### src/rtl/htld_pkg.sv
// Shared types and constants for the code tree load and decode core.
package htld_pkg;

  localparam int unsigned NodesDefault = 512;

  localparam logic [7:0] ChOpen  = 8'h28;
  localparam logic [7:0] ChClose = 8'h29;
  localparam logic [7:0] ChZero  = 8'd48;
  localparam logic [7:0] ChOne   = ChZero + 8'd1;

  localparam logic FuncTree = 1'b0;
  localparam logic FuncCode = 1'b1;

  // Controller to datapath
  typedef struct packed {
    logic load;   // accept a transaction and read its node
    logic exec;   // commit the update for the node just read
    logic alloc;  // write the freshly allocated child
  } dp_cmd_t;

  // Datapath to controller
  typedef struct packed {
    logic need_alloc;
    logic need_emit;
    logic out_busy;
  } dp_sts_t;

endpackage

### src/rtl/htld_ctrl.sv
// Sequencer for the code tree core: accept, execute, allocate.
module htld_ctrl (
  input  logic              clk_i,
  input  logic              rst_ni,
  input  logic              in_valid_i,
  output logic              in_stall_o,
  input  htld_pkg::dp_sts_t sts_i,
  output htld_pkg::dp_cmd_t cmd_o
);
  import htld_pkg::*;

  typedef enum logic [1:0] {
    S_IDLE,
    S_EXEC,
    S_ALLOC
  } state_e;

  state_e state_q;

  assign in_stall_o = (state_q != S_IDLE);

  always_comb begin
    cmd_o       = '0;
    cmd_o.load  = (state_q == S_IDLE) && in_valid_i;
    // hold while a result is due and the output register is still full
    cmd_o.exec  = (state_q == S_EXEC) && !(sts_i.need_emit && sts_i.out_busy);
    cmd_o.alloc = (state_q == S_ALLOC);
  end

  always_ff @(posedge clk_i or negedge rst_ni) begin
    if (!rst_ni) begin
      state_q <= S_IDLE;
    end else begin
      case (state_q)
        S_IDLE: begin
          if (in_valid_i) state_q <= S_EXEC;
        end
        S_EXEC: begin
          if (cmd_o.exec) state_q <= sts_i.need_alloc ? S_ALLOC : S_IDLE;
        end
        S_ALLOC: begin
          state_q <= S_IDLE;
        end
        default: begin
          state_q <= S_IDLE;
        end
      endcase
    end
  end

endmodule

### config.mk
export PLATFORM = sky130hd
export DESIGN_NAME = htld_ctrl
export DESIGN_NICKNAME = d
export VERILOG_FILES = /design/src/rtl/htld_pkg.sv /design/src/rtl/htld_ctrl.sv
export SDC_FILE = /design/constraint.sdc
export NUM_CORES = 1
export LEC_CHECK = 0
export BUFFER_PORTS_ARGS = -buffer_cell sky130_fd_sc_hd__buf_2
export CAP_MARGIN = 20
export CORE_AREA = 5 5 42 44
export DETAILED_ROUTE_END_ITERATION = 8
export DIE_AREA = 0 0 47 49
export PLACE_DENSITY_LB_ADDON = 0.25
export SETUP_SLACK_MARGIN = 0.4
export SLEW_MARGIN = 20
export SYNTH_ARGS = -nofsm -noshare
export SYNTH_HDL_FRONTEND = slang
export SYNTH_SLANG_ARGS = --single-unit
### constraint.sdc
create_clock -name clk_i -period 1.88 [get_ports clk_i]
set_input_delay 0.376 -clock clk_i [delete_from_list [all_inputs] [get_ports clk_i]]
set_output_delay 0.376 -clock clk_i [all_outputs]
set_load 0.02 [all_outputs]
## After elaboration in Yosys (flattened, before gate mapping)

Cells that the tools add are included.

- Word-level logic and storage cells: 16
- Input port bits: 6
- Flip-flop bits (word level): 2
- Output and inout port bits: 4

- Reductions and logical operators: 7
- Equality and inequality tests: 4
- Multiplexer cells: 4

Operators by type and width:

| operator | number |
|---|---|
| two-way mux 2 bit | 3 |
| inequality test 2 bit (second input constant) | 2 |
| one-hot mux 2 bit (2 select lines) | 1 |
| logical AND 1 bit | 3 |
| equality test 2 x 1 -> 1 bit (second input constant) | 1 |
| equality test 2 bit (second input constant) | 1 |
| logical NOT 2 bit | 1 |
| AND reduction 2 bit | 1 |
| nonzero test 2 bit | 1 |
| logical NOT 1 bit | 1 |

## Longest topological paths before layout

Gate-level depths: netlist (run 1).

- Depth in word-level cells: 5
- Gate-level depth with buffers: 2
- Gate-level depth less buffers: 2

## Worst setup path after synthesis (run 1)

Ideal clock, no wire load.

- Path type: register -> output
- Start point: register state_q[1]
- End point: output port cmd_o[1] (netlist name)
- Path buffers: 0
- Path slack: 615 ps
- Data arrival time: 889 ps
- Stages on the path, launching flop included: 3
- Cells stage by stage: dfrtp_1 nand2b_1 a21oi_1

RTL lines:

| item | line | text |
|---|---|---|
| start, declared | htld_ctrl.sv:18 | `state_e state_q;` |
| start signal, assigned | htld_ctrl.sv:39 | `if (cmd_o.exec) state_q <= sts_i.need_alloc ? S_ALLOC : S_IDLE;` |
| end, declared | htld_ctrl.sv:8 | `output htld_pkg::dp_cmd_t cmd_o` |

==> impl_metrics.csv, run 1 <==
group,metric,value,unit
clock_tree,cts_tree,"built",
placed_design,port_buffers,9,
final_layout,layout.area.seq,50.05,sq um
setup_path,crit_arrival,1.05,ns
final_layout,fin_nets,31,
detailed_routing,drcViolationCount,0,
final_layout,syn_to_final_growth,104.6,%
detailed_routing,drt-initial-drc-count,0,
yosys,synth_area,108.9,sq um
timing,setup_ws,0.4586,ns
setup_path,path_max_fanout,5,
power_and_ir_drop,total_power,211.5,uW
run_status,status,"finished clean",
yosys,syn_nets,16,
final_layout,layout.cells.non_filler,39,
clock_tree,cts_root_buf,"clkbuf_4",
flow_run,cap_viol_max_count,0,
detailed_routing,ant_nets,0,
clock_tree,clk_pin_slew,0.03,ns
yosys,yosysTopAreaCell,"dfrtp_1",
global_routing,grt_usage,4.648,%
final_layout,registers.top_by_ff_count,"state_q",
power_and_ir_drop,ir_drop,0.1081,mV
timing,finalSetupViolations,0,
global_routing,grt_pass1_vias,141,
final_layout,fin_area,222.7,sq um
floorplanning,io_pins,10,
power_and_ir_drop,power.leakage,0.1097,nW
floorplanning,start_util,7.768,%
detailed_routing,post_drt_wl_per_cell,10.21,um
timing,slew_headroom,85.93,%
placed_design,placed_area,173.9,sq um
yosys,synth_area_leaders,"dfrtp_1, nor3b_2, and4b_2",
timing,grt_setup_unrepaired,"yes",
yosys,synthCells,10,
clock_tree,clk-insertion-delay-late,0.22,ns
timing,fin_crit,1.421,ns
global_routing,grt_overflow,0,
yosys,ys_seq_area_share,45.98,%
worst_hold_path,hp-class,"in -> reg",
yosys,synth_top_cell_area_share,45.98,%
detailed_routing,vias,125,
setup_path,required,1.50,ns
timing,hold_violations,0,
setup_path,start_kind,"flip-flop",
floorplanning,coreArea,0.001401,sq mm
power_and_ir_drop,power.density,949.5,mW/mm^2
timing,fin_skew,0.001692,ns
placed_design,dp_hpwl,286.9,um
final_layout,multiInputGateArea,70.07,sq um
timing,max_slew.worst_pin.slew,0.2110,ns
placed_design,gp_congestion,0.7549,
global_routing,grt_pass1_wl,586,um
clock_tree,cts-htree-levels,1,
timing,fmax,703.6,MHz
yosys,synth_most_common_cell,"dfrtp_1",
detailed_routing,wirelength,398,um
timing,hold_ws,0.4548,ns
yosys,synth.avg_cell_area,10.89,sq um
detailed_routing,first_pass_iters,1,
global_routing,grt_max_degree,6,
setup_path,criticalPathCategory,"reg -> out",
yosys,synth.distinct_cells,9,
timing,final.setup.tns,0,ns
floorplanning,row_count,14,
global_routing,antenna_found_initial,0,
clock_tree,cts_buffers,3,
final_layout,drive_gt1_share,69.57,%
clock_tree,clockBufferDepth,2,
floorplanning,die_w,47,um
yosys,ys_warn_count,0,
detailed_routing,via_per_inst,3.205,
yosys,synth-main-ff-cell,"dfrtp_1",
final_layout,fillCellCount,167,
final_layout,top_regs,"state_q x2",
setup_path,end_kind,"output port",
placed_design,dpl_worst_slack,0.6555,ns
floorplanning,dieHeight,49,um
final_layout,post-route-util,15.89,%
clock_tree,cts_sinks,2,
yosys,synth-edff-count,0,
final_layout,diodes,0,
yosys,synth_async_sr_flop_share,100.0,%
timing,period_share,75.60,%
floorplanning,dieArea,0.002303,sq mm
yosys,synth-seq-cells,2,
placed_design,placed_cells,35,
timing,slew_violations,0,
final_layout,largest_register_ff_count,2,
power by group:
part / total (mW) / internal [mW] / switching (mW)
Combinational: 0.0590 / 0.0291 / 0.0298
Clock: 0.0959 / 0.0705 / 0.0254
Sequential: 0.0566 / 0.0484 / 0.00816
Total: 0.211 / 0.148 / 0.0634
worst max-delay path: stages (launching register included):
cell and delay, ns:
dfrtp_1 0.43, nor3b_2 0.22, buf_4 0.17
logic make-up after synthesis:
kind of cell,share of synthesized area (%)
and+or+nand+nor,42.53
DFF,45.98
AOI/OAI and AO/OA,11.49
layout by cell type (no fill, tap or decap):
cell type,count
dlygate4sd3_1,1
clkbuf_4,3
dfrtp_1,2
buf_2,7
or2_1,1
o21bai_1,1
nor2b_1,1
nand2b_4,1
buf_4,2
nor3b_2,1
nand2_1,1
a21oi_2,1
and4b_2,1
layer usage:
metal / GRT usage (%) / vias to the layer above / part of all wire [%]
met5: 0 / - / 0
li1: - / 62 / -
met2: 3.167 / 10 / 34
met3: 5.166 / 0 / 17
met1: 5.055 / 53 / 48
met4: 6.912 / 0 / 0
repair_timing:
item / in CTS / in global routing
endpoints found under the setup margin: 1 / 2
buffers inserted: 0 / 0
endpoints found under the hold margin: 2 / 0
hold buffers: 1 / 0
gates resized for setup: 1 / 3
worst paths after layout:
kind / to / from / depth (start not counted) / slack, ns
worst min register to register: state_q[0] / state_q[0] / 2 / 0.64
worst min-delay path: state_q[0] / sts_i[0] / 3 / 0.45
worst max-delay path: cmd_o[2] / state_q[0] / 2 / 0.46
min in group asynchronous: state_q[1] / rst_ni / 2 / 0.49
worst max register to register: state_q[0] / state_q[0] / 2 / 1.02
max in group asynchronous: state_q[0] / rst_ni / 2 / 1.29
area by class of cell:
| type | instances | area share (%) |
|---|---|---|
| repair buffers | 10 | 26.97 |
| flip-flops and latches | 2 | 22.47 |
| multi-input cells | 8 | 31.46 |
| well taps | 16 | 8.989 |
| clock buffers | 3 | 10.11 |
Power figures use the tool's default switching activity.
==> run 2: changes to the inputs <==
==> constraint.sdc (replaced) <==
create_clock -name clk_i -period 1.4 [get_ports clk_i]
set_input_delay 0.28 -clock clk_i [delete_from_list [all_inputs] [get_ports clk_i]]
set_output_delay 0.28 -clock clk_i [all_outputs]
set_load 0.02 [all_outputs]
==> run 2 against run 1 <==
Against the previous run: register-to-register slack worse by 0.47 ns; critical path type unchanged; sequential power is 38% higher; critical endpoint is now cmd_o[1]; sequential cell count stayed put; highest routed layer unchanged; global-route usage is 0.42 points lower.
==> impl_metrics.csv, run 2 (synthesized netlist as in run 1, its figures left out) <==
group,metric,value,unit
placed_design,port_buffers,9,
setup_path,crit_path_top_delay_cell,"dfrtp_1",
timing,max_slew.worst_pin.slew,0.1680,ns
setup_path,crit_arrival,1.05,ns
worst_hold_path,hp-class,"in -> reg",
detailed_routing,drcViolationCount,0,
detailed_routing,via_per_inst,3.359,
timing,fin_crit,1.327,ns
final_layout,diodes,0,
power_and_ir_drop,power.leakage,0.1128,nW
setup_path,r2r_end,"state_q[0]",
timing,fmax,753.3,MHz
floorplanning,row_count,14,
global_routing,grt_usage,4.225,%
detailed_routing,first_pass_iters,2,
detailed_routing,drt-initial-drc-count,1,
floorplanning,dieHeight,49,um
final_layout,drive_gt1_share,78.26,%
global_routing,grt_use_met2,4.299,%
detailed_routing,post_drt_wl_per_cell,10.03,um
detailed_routing,wirelength,391,um
clock_tree,cts_sinks,2,
final_layout,final_common_cell,"buf_2",
setup_path,worst-path-stages,3,
global_routing,met3_usage,5.166,%
final_layout,fin_nets,31,
placed_design,gp_congestion,0.7440,
run_status,status,"finished clean",
clock_tree,cts_buffers,3,
setup_path,start_kind,"flip-flop",
timing,fin_skew,0.001544,ns
setup_path,path_max_fanout,5,
global_routing,globalRoute.busiestLayer,"met3",
timing,final.setup.tns,0,ns
clock_tree,clk-insertion-delay-late,0.22,ns
final_layout,mostFrequentLayoutCells,"buf_2, clkbuf_4, buf_4, buf_6",
setup_path,worstSetupStartpoint,"state_q[1]",
worst_hold_path,holdPathEnd,"state_q[0]",
setup_path,worstReg2RegStart,"state_q[1]",
clock_tree,cts-htree-levels,1,
timing,finalSetupViolations,0,
floorplanning,dieArea,0.002303,sq mm
final_layout,largest_register_ff_count,2,
global_routing,grt_pass1_wl,634,um
global_routing,grt_pass1_vias,166,
setup_path,reg2reg_setup_slack,0.55,ns
global_routing,grt_overflow,0,
flow_run,cap_viol_max_count,0,
final_layout,syn_to_final_growth,126.4,%
timing,grt_setup_unrepaired,"yes",
clock_tree,cts_setup_buffers,0,
floorplanning,coreArea,0.001401,sq mm
timing,hold_violations,0,
placed_design,dpl_worst_slack,0.2368,ns
setup_path,worst-path-buf-inv,1,
floorplanning,die_w,47,um
setup_path,cp_slowest_stage_delay,0.41,ns
setup_path,criticalPathCategory,"reg -> out",
timing,slew_violations,0,
global_routing,antenna_found_initial,0,
detailed_routing,ant_nets,0,
power_and_ir_drop,power.density,1226,mW/mm^2
detailed_routing,vias,131,
worst_hold_path,min_from,"sts_i[0]",
setup_path,ff2ff_path_depth,2,
clock_tree,clk_pin_slew,0.03,ns
floorplanning,io_pins,10,
placed_design,placed_area,185.2,sq um
power_and_ir_drop,ir_drop,0.1934,mV
timing,slew_headroom,88.75,%
clock_tree,cts_root_buf,"clkbuf_4",
global_routing,grt_util_met1,3.956,%
setup_path,cp_top_family,"flip-flops",
setup_path,end_kind,"output port",
worst_hold_path,hold_depth,3,
global_routing,grt_max_degree,6,
final_layout,fin_area,246.5,sq um
floorplanning,start_util,7.768,%
clock_tree,clockBufferDepth,2,
final_layout,registers.top_by_ff_count,"state_q",
clock_tree,cts_tree,"built",
timing,period_share,94.82,%
setup_path,required,1.12,ns
final_layout,top_regs,"state_q x2",
setup_path,crit_path_cell_trace,"nand2b_4, a21oi_4, buf_6",
timing,setup_ws,0.07250,ns
==> run 2: worst min-delay path: cells and delay by family <==
family,cells,cell delay (ns)
buffers and inverters,1,0.12
AND/OR/NAND/NOR,1,0.07
AO/OA/AOI/OAI,1,0.07
==> run 2: how the worst max path moves through the flow <==
stage,endpoint,slack (ns)
2_1_floorplan,cmd_o[2],0.36
3_3_place_gp,cmd_o[1],0.24
3_5_place_dp,cmd_o[1],0.24
4_1_cts,cmd_o[1],0.07
5_1_grt,cmd_o[2],0.02
6_report,cmd_o[1],0.07
==> run 2: timing repair <==
action                                  4_1_cts  5_1_grt
endpoints found under the setup margin        4        4
hold buffers                                  1        0
gates resized for setup                       8        1
endpoints found under the hold margin         2        0
==> run 2: per-layer routing <==
| layer | up-vias | part of all wire [%] |
|---|---|---|
| met4 | 0 | 0 |
| met3 | 0 | 24 |
| met5 | - | 0 |
| li1 | 63 | - |
| met1 | 58 | 45 |
| met2 | 10 | 31 |
==> run 2: power breakdown <==
| part | leakage (nW) | switching [mW] | total (mW) | internal [mW] |
|---|---|---|---|---|
| clock network | 0.0138 | 0.0334 | 0.128 | 0.0946 |
| logic | 0.0743 | 0.0444 | 0.0961 | 0.0517 |
| registers | 0.0247 | 0.0121 | 0.0780 | 0.0659 |
==> run 2: per-stage QoR <==
stage / hold WS, ns / power, mW / util (%) / instances
finish: 0.3610 / 0.3021 / 17.59 / 39
global route: 0.3818 / 0.3213 / 17.59 / 39
CTS: 0.3536 / 0.3121 / 17.41 / 39
detailed placement: 0.07011 / 0.1476 / 13.21 / 35
global placement: 0.06738 / 0.1460 / 13.21 / 35
floorplan: -0.01559 / 0.1185 / - / 10
==> run 2: cell type report <==
class                   count  area, sq um
multi-input cells           8        80.08
well taps                  16        20.02
repair buffers             10        72.57
clock buffers               3        22.52
fillers                   164         1155
flip-flops and latches      2        51.30
